<file path="config.mk">
export PLATFORM = sky130hd
export DESIGN_NAME = cascaded_position_velocity_loop_top
export DESIGN_NICKNAME = d
export VERILOG_FILES = /design/src/rtl/core/cpvl_pkg.sv /design/src/rtl/core/cascaded_position_velocity_loop_top.sv
export VERILOG_INCLUDE_DIRS = /design/src /design/src/rtl/core
export SDC_FILE = /design/constraint.sdc
export NUM_CORES = 2
export LEC_CHECK = 0
export ABC_AREA = 1
export BUFFER_PORTS_ARGS = -buffer_cell sky130_fd_sc_hd__buf_2
export CORE_MARGIN = 1.5
export CORE_UTILIZATION = 55
export CTS_BUF_LIST = sky130_fd_sc_hd__clkbuf_8 sky130_fd_sc_hd__clkbuf_16
export CTS_CLUSTER_SIZE = 14
export DETAILED_ROUTE_END_ITERATION = 10
export GPL_TIMING_DRIVEN = 1
export PLACE_DENSITY = 0.79
export SLEW_MARGIN = 20
export SYNTH_ARGS = -nofsm -noshare
export SYNTH_HDL_FRONTEND = slang
export SYNTH_SLANG_ARGS = --single-unit
export TNS_END_PERCENT = 50
</file>
<file path="constraint.sdc">
create_clock -name clk -period 9.1 [get_ports clk]
set_input_delay 0.455 -clock clk [delete_from_list [all_inputs] [get_ports clk]]
set_output_delay 0.455 -clock clk [all_outputs]
set_load 0.1 [all_outputs]
</file>
<file path="src/rtl/core/cascaded_position_velocity_loop_top_macros.svh">
// assertion macros for the cascaded position/velocity loop
`ifndef CASCADED_POSITION_VELOCITY_LOOP_TOP_MACROS_SVH
`define CASCADED_POSITION_VELOCITY_LOOP_TOP_MACROS_SVH

// same-cycle implication, checked outside reset
`define CPVL_ASSERT_NOW(label, clk, rst_n, ante, cons) \
  label: assert property (@(posedge clk) disable iff (!rst_n) (ante) |-> (cons)) \
    else $error("cpvl assertion failed");

// next-cycle implication, checked outside reset
`define CPVL_ASSERT_NEXT(label, clk, rst_n, ante, cons) \
  label: assert property (@(posedge clk) disable iff (!rst_n) (ante) |=> (cons)) \
    else $error("cpvl assertion failed");

`endif

</file>
<file path="src/rtl/core/cpvl_pkg.sv">
// package: constants, register codes and fixed-point helpers for the position/velocity loop
`default_nettype none
package cpvl_pkg;

  localparam int unsigned DATA_W  = 32;
  localparam int unsigned LIMIT_W = 31;
  localparam int unsigned IDX_W   = 3;
  localparam int unsigned FRAC_SH = 24;

  localparam logic [DATA_W-1:0]  POSITION_GAIN_RST      = 32'd5872026;
  localparam logic [DATA_W-1:0]  INTEGRAL_STEP_GAIN_RST = 32'd8389;
  localparam logic [LIMIT_W-1:0] INTEGRAL_LIMIT_RST     = 31'd3276800;
  localparam logic [DATA_W-1:0]  VELOCITY_GAIN_RST      = 32'd587203;
  localparam logic signed [DATA_W-1:0] DRIVE_UPPER_RST  = 32'sd983040;
  localparam logic signed [DATA_W-1:0] DRIVE_LOWER_RST  = -32'sd983040;

  typedef enum logic [IDX_W-1:0] {
    REG_POSITION_GAIN      = 3'd0,
    REG_INTEGRAL_STEP_GAIN = 3'd1,
    REG_INTEGRAL_LIMIT     = 3'd2,
    REG_VELOCITY_GAIN      = 3'd3,
    REG_DRIVE_UPPER_BOUND  = 3'd4,
    REG_DRIVE_LOWER_BOUND  = 3'd5
  } reg_idx_t;

  // exact add or subtract, saturated to signed 32 bits
  function automatic logic signed [31:0] sat_addsub(input logic signed [31:0] a,
                                                    input logic signed [31:0] b,
                                                    input logic sub);
    logic signed [32:0] s;
    s = sub ? ({a[31], a} - {b[31], b}) : ({a[31], a} + {b[31], b});
    if (s[32] != s[31]) begin
      sat_addsub = s[32] ? 32'sh8000_0000 : 32'sh7fff_ffff;
    end else begin
      sat_addsub = s[31:0];
    end
  endfunction

  // magnitude product >> 24 rounded half away from zero, sign applied, saturated
  function automatic logic signed [31:0] scale_finish(input logic [63:0] prod,
                                                      input logic neg);
    logic [63:0] rnd;
    logic [39:0] mag;
    rnd = prod + 64'h0000_0000_0080_0000;
    mag = rnd[63:FRAC_SH];
    if (mag > 40'h00_8000_0000) begin
      mag = 40'h00_8000_0000;
    end
    if (neg) begin
      scale_finish = ~mag[31:0] + 32'd1;
    end else if (mag[31]) begin
      scale_finish = 32'sh7fff_ffff;
    end else begin
      scale_finish = mag[31:0];
    end
  endfunction

endpackage
`default_nettype wire

</file>
<file path="src/rtl/core/cascaded_position_velocity_loop_top.sv">
// top level: cascaded PI position / P velocity controller on one shared multiplier
//
//  channel | direction | handshake            | payload
//  --------+-----------+----------------------+------------------------------------------
//  in      | input     | in_valid / in_ready  | positions, velocity, clear_integral
//  out     | output    | out_valid / out_ready| velocity setpoint, drive command, flags
//  cfg     | input     | cfg_valid / cfg_ready| cfg_index (3 bits), cfg_data (32 bits)
//
// after acceptance: PERR, MULP, MULI, INTEG, SETP, VERR, MULV, DRIVE, then back to idle;
// the single 32x32 multiplier forms the position, integral and velocity products of each item.
// reset (synchronous, rst_n low) loads the register defaults and zeroes the integral.
// in_ready is high only when idle; the last step waits while an earlier result is untaken.
// cfg_ready is always high.
`default_nettype none
`include "cascaded_position_velocity_loop_top_macros.svh"
module cascaded_position_velocity_loop_top (
  input  wire logic               clk,
  input  wire logic               rst_n,
  input  wire logic               in_valid,
  output logic                    in_ready,
  input  wire logic signed [31:0] in_measured_position,
  input  wire logic signed [31:0] in_measured_velocity,
  input  wire logic signed [31:0] in_target_position,
  input  wire logic               in_clear_integral,
  output logic                    out_valid,
  input  wire logic               out_ready,
  output logic signed [31:0]      out_velocity_setpoint,
  output logic signed [31:0]      out_drive_command,
  output logic                    out_drive_clamped,
  output logic                    out_integral_clamped,
  input  wire logic               cfg_valid,
  output logic                    cfg_ready,
  input  wire logic [2:0]         cfg_index,
  input  wire logic [31:0]        cfg_data
);

  typedef enum logic [8:0] {
    S_IDLE  = 9'b000000001,
    S_PERR  = 9'b000000010,
    S_MULP  = 9'b000000100,
    S_MULI  = 9'b000001000,
    S_INTEG = 9'b000010000,
    S_SETP  = 9'b000100000,
    S_VERR  = 9'b001000000,
    S_MULV  = 9'b010000000,
    S_DRIVE = 9'b100000000
  } state_t;

  state_t state_r, state_nxt;

  logic [31:0]        pos_gain_r, int_gain_r, vel_gain_r;
  logic [30:0]        lim_r;
  logic signed [31:0] upper_r, lower_r;

  logic signed [31:0] pos_r, vel_r, tgt_r;
  logic signed [31:0] err_r, pterm_r, integ_r, setp_r;
  logic [63:0]        prod_r;
  logic               neg_r, iclamp_r;

  logic signed [31:0] out_vsp_r, out_drive_r;
  logic               out_valid_r, out_dclamp_r, out_iclamp_r;

  logic signed [31:0] add_a, add_b, add_y, fin_y, lim_pos, lim_neg, drive_y;
  logic signed [32:0] integ_sum, lim_pos_w, lim_neg_w;
  logic               add_sub, drive_hit, out_free;
  logic [31:0]        mul_a, mul_b, err_mag;

  assign in_ready  = (state_r == S_IDLE);
  assign cfg_ready = 1'b1;
  assign out_free  = !out_valid_r || out_ready;

  assign out_valid             = out_valid_r;
  assign out_velocity_setpoint = out_vsp_r;
  assign out_drive_command     = out_drive_r;
  assign out_drive_clamped     = out_dclamp_r;
  assign out_integral_clamped  = out_iclamp_r;

  // shared saturating adder
  always_comb begin
    add_a   = tgt_r;
    add_b   = pos_r;
    add_sub = 1'b1;
    unique case (state_r)
      S_INTEG: begin
        add_a   = integ_r;
        add_b   = fin_y;
        add_sub = 1'b0;
      end
      S_SETP: begin
        add_a   = pterm_r;
        add_b   = integ_r;
        add_sub = 1'b0;
      end
      S_VERR: begin
        add_a   = setp_r;
        add_b   = vel_r;
        add_sub = 1'b1;
      end
      default: begin
        add_a   = tgt_r;
        add_b   = pos_r;
        add_sub = 1'b1;
      end
    endcase
  end

  assign add_y = cpvl_pkg::sat_addsub(add_a, add_b, add_sub);
  assign fin_y = cpvl_pkg::scale_finish(prod_r, neg_r);

  // integral sum kept exact before the clamp
  assign integ_sum = {add_a[31], add_a} + {add_b[31], add_b};

  // shared multiplier, magnitude times gain
  assign err_mag = err_r[31] ? (~err_r + 32'd1) : err_r;
  assign mul_a   = err_mag;
  always_comb begin
    unique case (state_r)
      S_MULI:  mul_b = int_gain_r;
      S_MULV:  mul_b = vel_gain_r;
      default: mul_b = pos_gain_r;
    endcase
  end

  assign lim_pos   = signed'({1'b0, lim_r});
  assign lim_neg   = -lim_pos;
  assign lim_pos_w = {1'b0, lim_pos};
  assign lim_neg_w = -lim_pos_w;

  always_comb begin
    drive_y   = fin_y;
    drive_hit = 1'b0;
    if (fin_y > upper_r) begin
      drive_y   = upper_r;
      drive_hit = 1'b1;
    end else if (fin_y < lower_r) begin
      drive_y   = lower_r;
      drive_hit = 1'b1;
    end
  end

  always_comb begin
    state_nxt = state_r;
    unique case (state_r)
      S_IDLE:  if (in_valid) state_nxt = S_PERR;
      S_PERR:  state_nxt = S_MULP;
      S_MULP:  state_nxt = S_MULI;
      S_MULI:  state_nxt = S_INTEG;
      S_INTEG: state_nxt = S_SETP;
      S_SETP:  state_nxt = S_VERR;
      S_VERR:  state_nxt = S_MULV;
      S_MULV:  state_nxt = S_DRIVE;
      S_DRIVE: if (out_free) state_nxt = S_IDLE;
      default: state_nxt = S_IDLE;
    endcase
  end

  // control state, output valid, integral and configuration
  always_ff @(posedge clk) begin
    if (!rst_n) begin
      state_r     <= S_IDLE;
      out_valid_r <= 1'b0;
      integ_r     <= '0;
      pos_gain_r  <= cpvl_pkg::POSITION_GAIN_RST;
      int_gain_r  <= cpvl_pkg::INTEGRAL_STEP_GAIN_RST;
      lim_r       <= cpvl_pkg::INTEGRAL_LIMIT_RST;
      vel_gain_r  <= cpvl_pkg::VELOCITY_GAIN_RST;
      upper_r     <= cpvl_pkg::DRIVE_UPPER_RST;
      lower_r     <= cpvl_pkg::DRIVE_LOWER_RST;
    end else begin
      state_r <= state_nxt;
      if (state_r == S_DRIVE && out_free) begin
        out_valid_r <= 1'b1;
      end else if (out_ready) begin
        out_valid_r <= 1'b0;
      end
      if (state_r == S_IDLE && in_valid && in_clear_integral) begin
        integ_r <= '0;
      end else if (state_r == S_INTEG) begin
        if (integ_sum > lim_pos_w) begin
          integ_r <= lim_pos;
        end else if (integ_sum < lim_neg_w) begin
          integ_r <= lim_neg;
        end else begin
          integ_r <= integ_sum[31:0];
        end
      end
      if (cfg_valid) begin
        unique case (cpvl_pkg::reg_idx_t'(cfg_index))
          cpvl_pkg::REG_POSITION_GAIN:      pos_gain_r <= cfg_data;
          cpvl_pkg::REG_INTEGRAL_STEP_GAIN: int_gain_r <= cfg_data;
          cpvl_pkg::REG_INTEGRAL_LIMIT:     lim_r      <= cfg_data[30:0];
          cpvl_pkg::REG_VELOCITY_GAIN:      vel_gain_r <= cfg_data;
          cpvl_pkg::REG_DRIVE_UPPER_BOUND:  upper_r    <= cfg_data;
          cpvl_pkg::REG_DRIVE_LOWER_BOUND:  lower_r    <= cfg_data;
          default: ;
        endcase
      end
    end
  end

  // datapath registers
  always_ff @(posedge clk) begin
    unique case (state_r)
      S_IDLE: begin
        if (in_valid) begin
          pos_r <= in_measured_position;
          vel_r <= in_measured_velocity;
          tgt_r <= in_target_position;
        end
      end
      S_PERR: err_r <= add_y;
      S_MULP: begin
        prod_r <= 64'(mul_a) * 64'(mul_b);
        neg_r  <= err_r[31];
      end
      S_MULI: begin
        pterm_r <= fin_y;
        prod_r  <= 64'(mul_a) * 64'(mul_b);
      end
      S_INTEG: iclamp_r <= (integ_sum > lim_pos_w) || (integ_sum < lim_neg_w);
      S_SETP:  setp_r <= add_y;
      S_VERR:  err_r <= add_y;
      S_MULV: begin
        prod_r <= 64'(mul_a) * 64'(mul_b);
        neg_r  <= err_r[31];
      end
      S_DRIVE: begin
        if (out_free) begin
          out_vsp_r    <= setp_r;
          out_drive_r  <= drive_y;
          out_dclamp_r <= drive_hit;
          out_iclamp_r <= iclamp_r;
        end
      end
      default: ;
    endcase
  end

  // a result never overwrites one that is still waiting
  `CPVL_ASSERT_NEXT(a_hold_last_step, clk, rst_n,
    (state_r == S_DRIVE && out_valid_r && !out_ready), (state_r == S_DRIVE))
  // an accepted item keeps the block busy on the following cycle
  `CPVL_ASSERT_NEXT(a_busy_after_accept, clk, rst_n, (in_valid && in_ready), (!in_ready))
  // with ordered bounds a clamped drive sits on one of them
  `CPVL_ASSERT_NOW(a_clamp_on_bound, clk, rst_n,
    (out_valid_r && out_dclamp_r && (upper_r >= lower_r)),
    ((out_drive_r == upper_r) || (out_drive_r == lower_r)))

endmodule
`default_nettype wire
</file>
==> results.sh <==
export IMPL_run_status="completed"
export IMPL_nets=10100
export IMPL_cts_root_buffer="clkbuf_16"
export IMPL_overflow=0
export IMPL_route_vias_total=59600
export IMPL_setup_viol=0
export IMPL_clockBufferDepth=3
export IMPL_tightest_slew_ns=1.25
export IMPL_worstSetupEndpointType="flop"
export IMPL_via_per_inst=5.84
export IMPL_ff2ff_setup_slack_ns=0.11
export IMPL_synth_area_um2=64300
export IMPL_max_stage_delay_ns=0.69
export IMPL_final_cell_mix="1724 x nand2_1, 1586 x inv_1, 880 x fa_1, 537 x buf_4, 530 x nor2_1"
export IMPL_gp_congestion=1.09
export IMPL_cts_tree="yes"
export IMPL_area_growth_pct=17.2
export IMPL_core_area_um2=116000
export IMPL_whs_ns=0.000149
export IMPL_grt_max_degree=86
export IMPL_firstDrtPassIters=8
export IMPL_antenna_found_initial=32
export IMPL_postSynthNetCount=9490
export IMPL_drive_above_1_share_pct=14.7
export IMPL_clock_skew_final_ns=0.0436
export IMPL_arrival_ns=9.37
export IMPL_grt_first_pass_wirelength_um=361000
export IMPL_io_pins=206
export IMPL_worstSetupPathType="reg2reg"
export IMPL_path_common_cell="fa_1"
export IMPL_yosys_warnings=0
export IMPL_finalWirelength_um=247000
export IMPL_htreeDepth=2
export IMPL_cap_violations=0
export IMPL_clock_sinks=534
export IMPL_period_share_pct=98.8
export IMPL_clock_latency_ns=0.66
export IMPL_route_detailed_drc=0
export IMPL_nFillCells=9882
export IMPL_drt_iter0_markers=6915
export IMPL_rsz0062_at_grt="true"
export IMPL_min_delay_path_class="in2reg"
export IMPL_dieWidth_um=345
export IMPL_num_rows=125
export IMPL_async_reset_ff_share_pct=0
export IMPL_track_usage_pct=41.3
export IMPL_required_ns=9.48
export IMPL_slew_viol_final=0
export IMPL_fmax_mhz=111
export IMPL_hold_viol=0
export IMPL_max_slew_margin_pct=14.2
export IMPL_synthCells=8005
export IMPL_syn_avg_cell_area_um2=8.03
export IMPL_critPathMaxFanout=16
export IMPL_clk_pin_slew_ns=0.07
export IMPL_die_area_um2=119000
export IMPL_start_kind="flop"
export IMPL_dieHeight_um=345
export IMPL_start_util_pct=55.4
export IMPL_cts_made_buffers=52
export IMPL_first_global_vias=58400
export IMPL_min_period_ns=8.99
export IMPL_hpwl_um=199000
export IMPL_postRouteAntennaNets=0
export IMPL_wire_per_inst_um=24.2
export IMPL_numPortBuffers=204
export IMPL_final_common_cell="nand2_1"
export IMPL_fin_setup_tns_ns=0
export IMPL_seq_area_frac_synth_pct=21.3
export IMPL_crit_slowest_cell="a21oi_1"
export IMPL_ys_types=68
export IMPL_synth_edff_count=301
export IMPL_synth_seq_cells=534
export IMPL_synth_ff_type="edfxtp_1"
## layer usage
layer	vias to the layer above	track usage [%]	part of all wire (%)
met5	-	0	0.086
met3	771	11.9	13
met2	3722	60.9	43
li1	26200	-	-
met4	14	21.0	6.3
met1	28900	55.4	38
## logic make-up (layout without fill, tap and decap cells)
family | count (synthesis) | after routing | synth area share, %
and+or+nand+nor | 2950 | 2950 | 19.1
buffers and inverters | 1984 | 2642 | 11.7
adders and majority gates | 1348 | 1348 | 36.7
AOI/OAI and AO/OA | 1041 | 1041 | 9.17
DFF | 534 | 534 | 21.3
xor gates and xnor gates | 146 | 147 | 1.99
other | 1 | 18 | 0.00583
muxes | 1 | 1 | 0.0156
## repair_timing
item                                    CTS  global route
setup buffers                             1            32
pin swaps                                 1            67
hold buffers                             92             0
endpoints found under the setup margin   25            71
cloned                                    0             3
resized for setup                        24           344
endpoints found under the hold margin    92             0
## final timing paths
| kind | endpoint | cells past startpoint | start |
|---|---|---|---|
| max | prod_r[49] | 34 | state_r[4] |
| max reg2reg | prod_r[49] | 34 | state_r[4] |
| min | pos_r[12] | 1 | in_measured_position[12] |
| min reg2reg | out_integral_clamped | 0 | iclamp_r |
## critical path: cells and delay by family, from the launching register on
kind,cells,cell delay [ns]
XOR/XNOR,1,0.19
adder cells (fa/ha/maj),9,4.08
AO/OA/AOI/OAI,7,1.53
buffers and inverters,11,1.65
flip-flops,1,0.33
AND/OR/NAND/NOR,6,0.96
## Yosys cell counts, types with 9 or more instances
cell      instances  share of area, %
fa_1            897                28
nand2_1        1773                10
buf_1            20              0.12
o21ai_2           9              0.12
edfxtp_1        301                14
nor2_1          560               3.3
nor3_1           56              0.44
a21o_1           10              0.12
a211oi_1         14              0.16
nand3_1         354               2.8
nor4_1           22              0.21
o21ai_0         324               2.5
clkinv_1         20              0.12
o211ai_1         50              0.58
o21ai_1          41              0.32
nand4_1          76              0.74
o22ai_1          32              0.31
o21a_1           18              0.21
inv_1          1599               9.3
nor2_2           13              0.13
dfxtp_1         233               7.3
or2_2            18              0.18
a31oi_1          17              0.17
buf_2            27              0.21
nand2_2          13              0.13
a21oi_1         427               3.3
a221oi_1         33              0.45
ha_1            451               8.8
clkbuf_1        289               1.7
xnor2_1          22              0.30
xor2_1          124               1.7
inv_2            20              0.12
nand3b_1         35              0.41
## flip-flops by register name, indices dropped and copies added (netlist names)
register	cells
out_velocity_setpoint	32
vel_r	32
lower_r	32
prod_r	41
out_valid	1
setp_r	32
pterm_r	32
iclamp_r	1
pos_r	32
upper_r	32
out_integral_clamped	1
out_drive_clamped	1
integ_r	32
lim_r	31
pos_gain_r	32
tgt_r	32
vel_gain_r	32
int_gain_r	32
state_r	9
err_r	32
neg_r	1
out_drive_command	32
## final cells by class
type | count | area, µm² | share of cell area [%]
Clock inverter | 36 | 251 | 0.334
Sequential cell | 534 | 13700 | 18.2
Antenna cell | 17 | 42.5 | 0.0565
Inverter | 1640 | 6180 | 8.20
Multi-Input combinational cell | 5488 | 44500 | 59.1
Clock buffer | 58 | 1430 | 1.90
Timing Repair Buffer | 908 | 7290 | 9.67
Tap cell | 1524 | 1910 | 2.53
## per-stage QoR
stage	utilization (%)	instance area [µm²]	instances	setup slack [ns]
after CTS	63.5	73700	10200	-0.0000604
after global routing	64.9	75300	10200	-0.258
after floorplan	-	64300	8005	0.0314
after detailed placement	61.1	71000	9966	-0.255
after global placement	61.1	71000	9966	-0.185
final	64.9	75300	10200	0.108
Power is not shown: default switching activity piles up to over one toggle a cycle in this logic, so the estimate is an artifact.
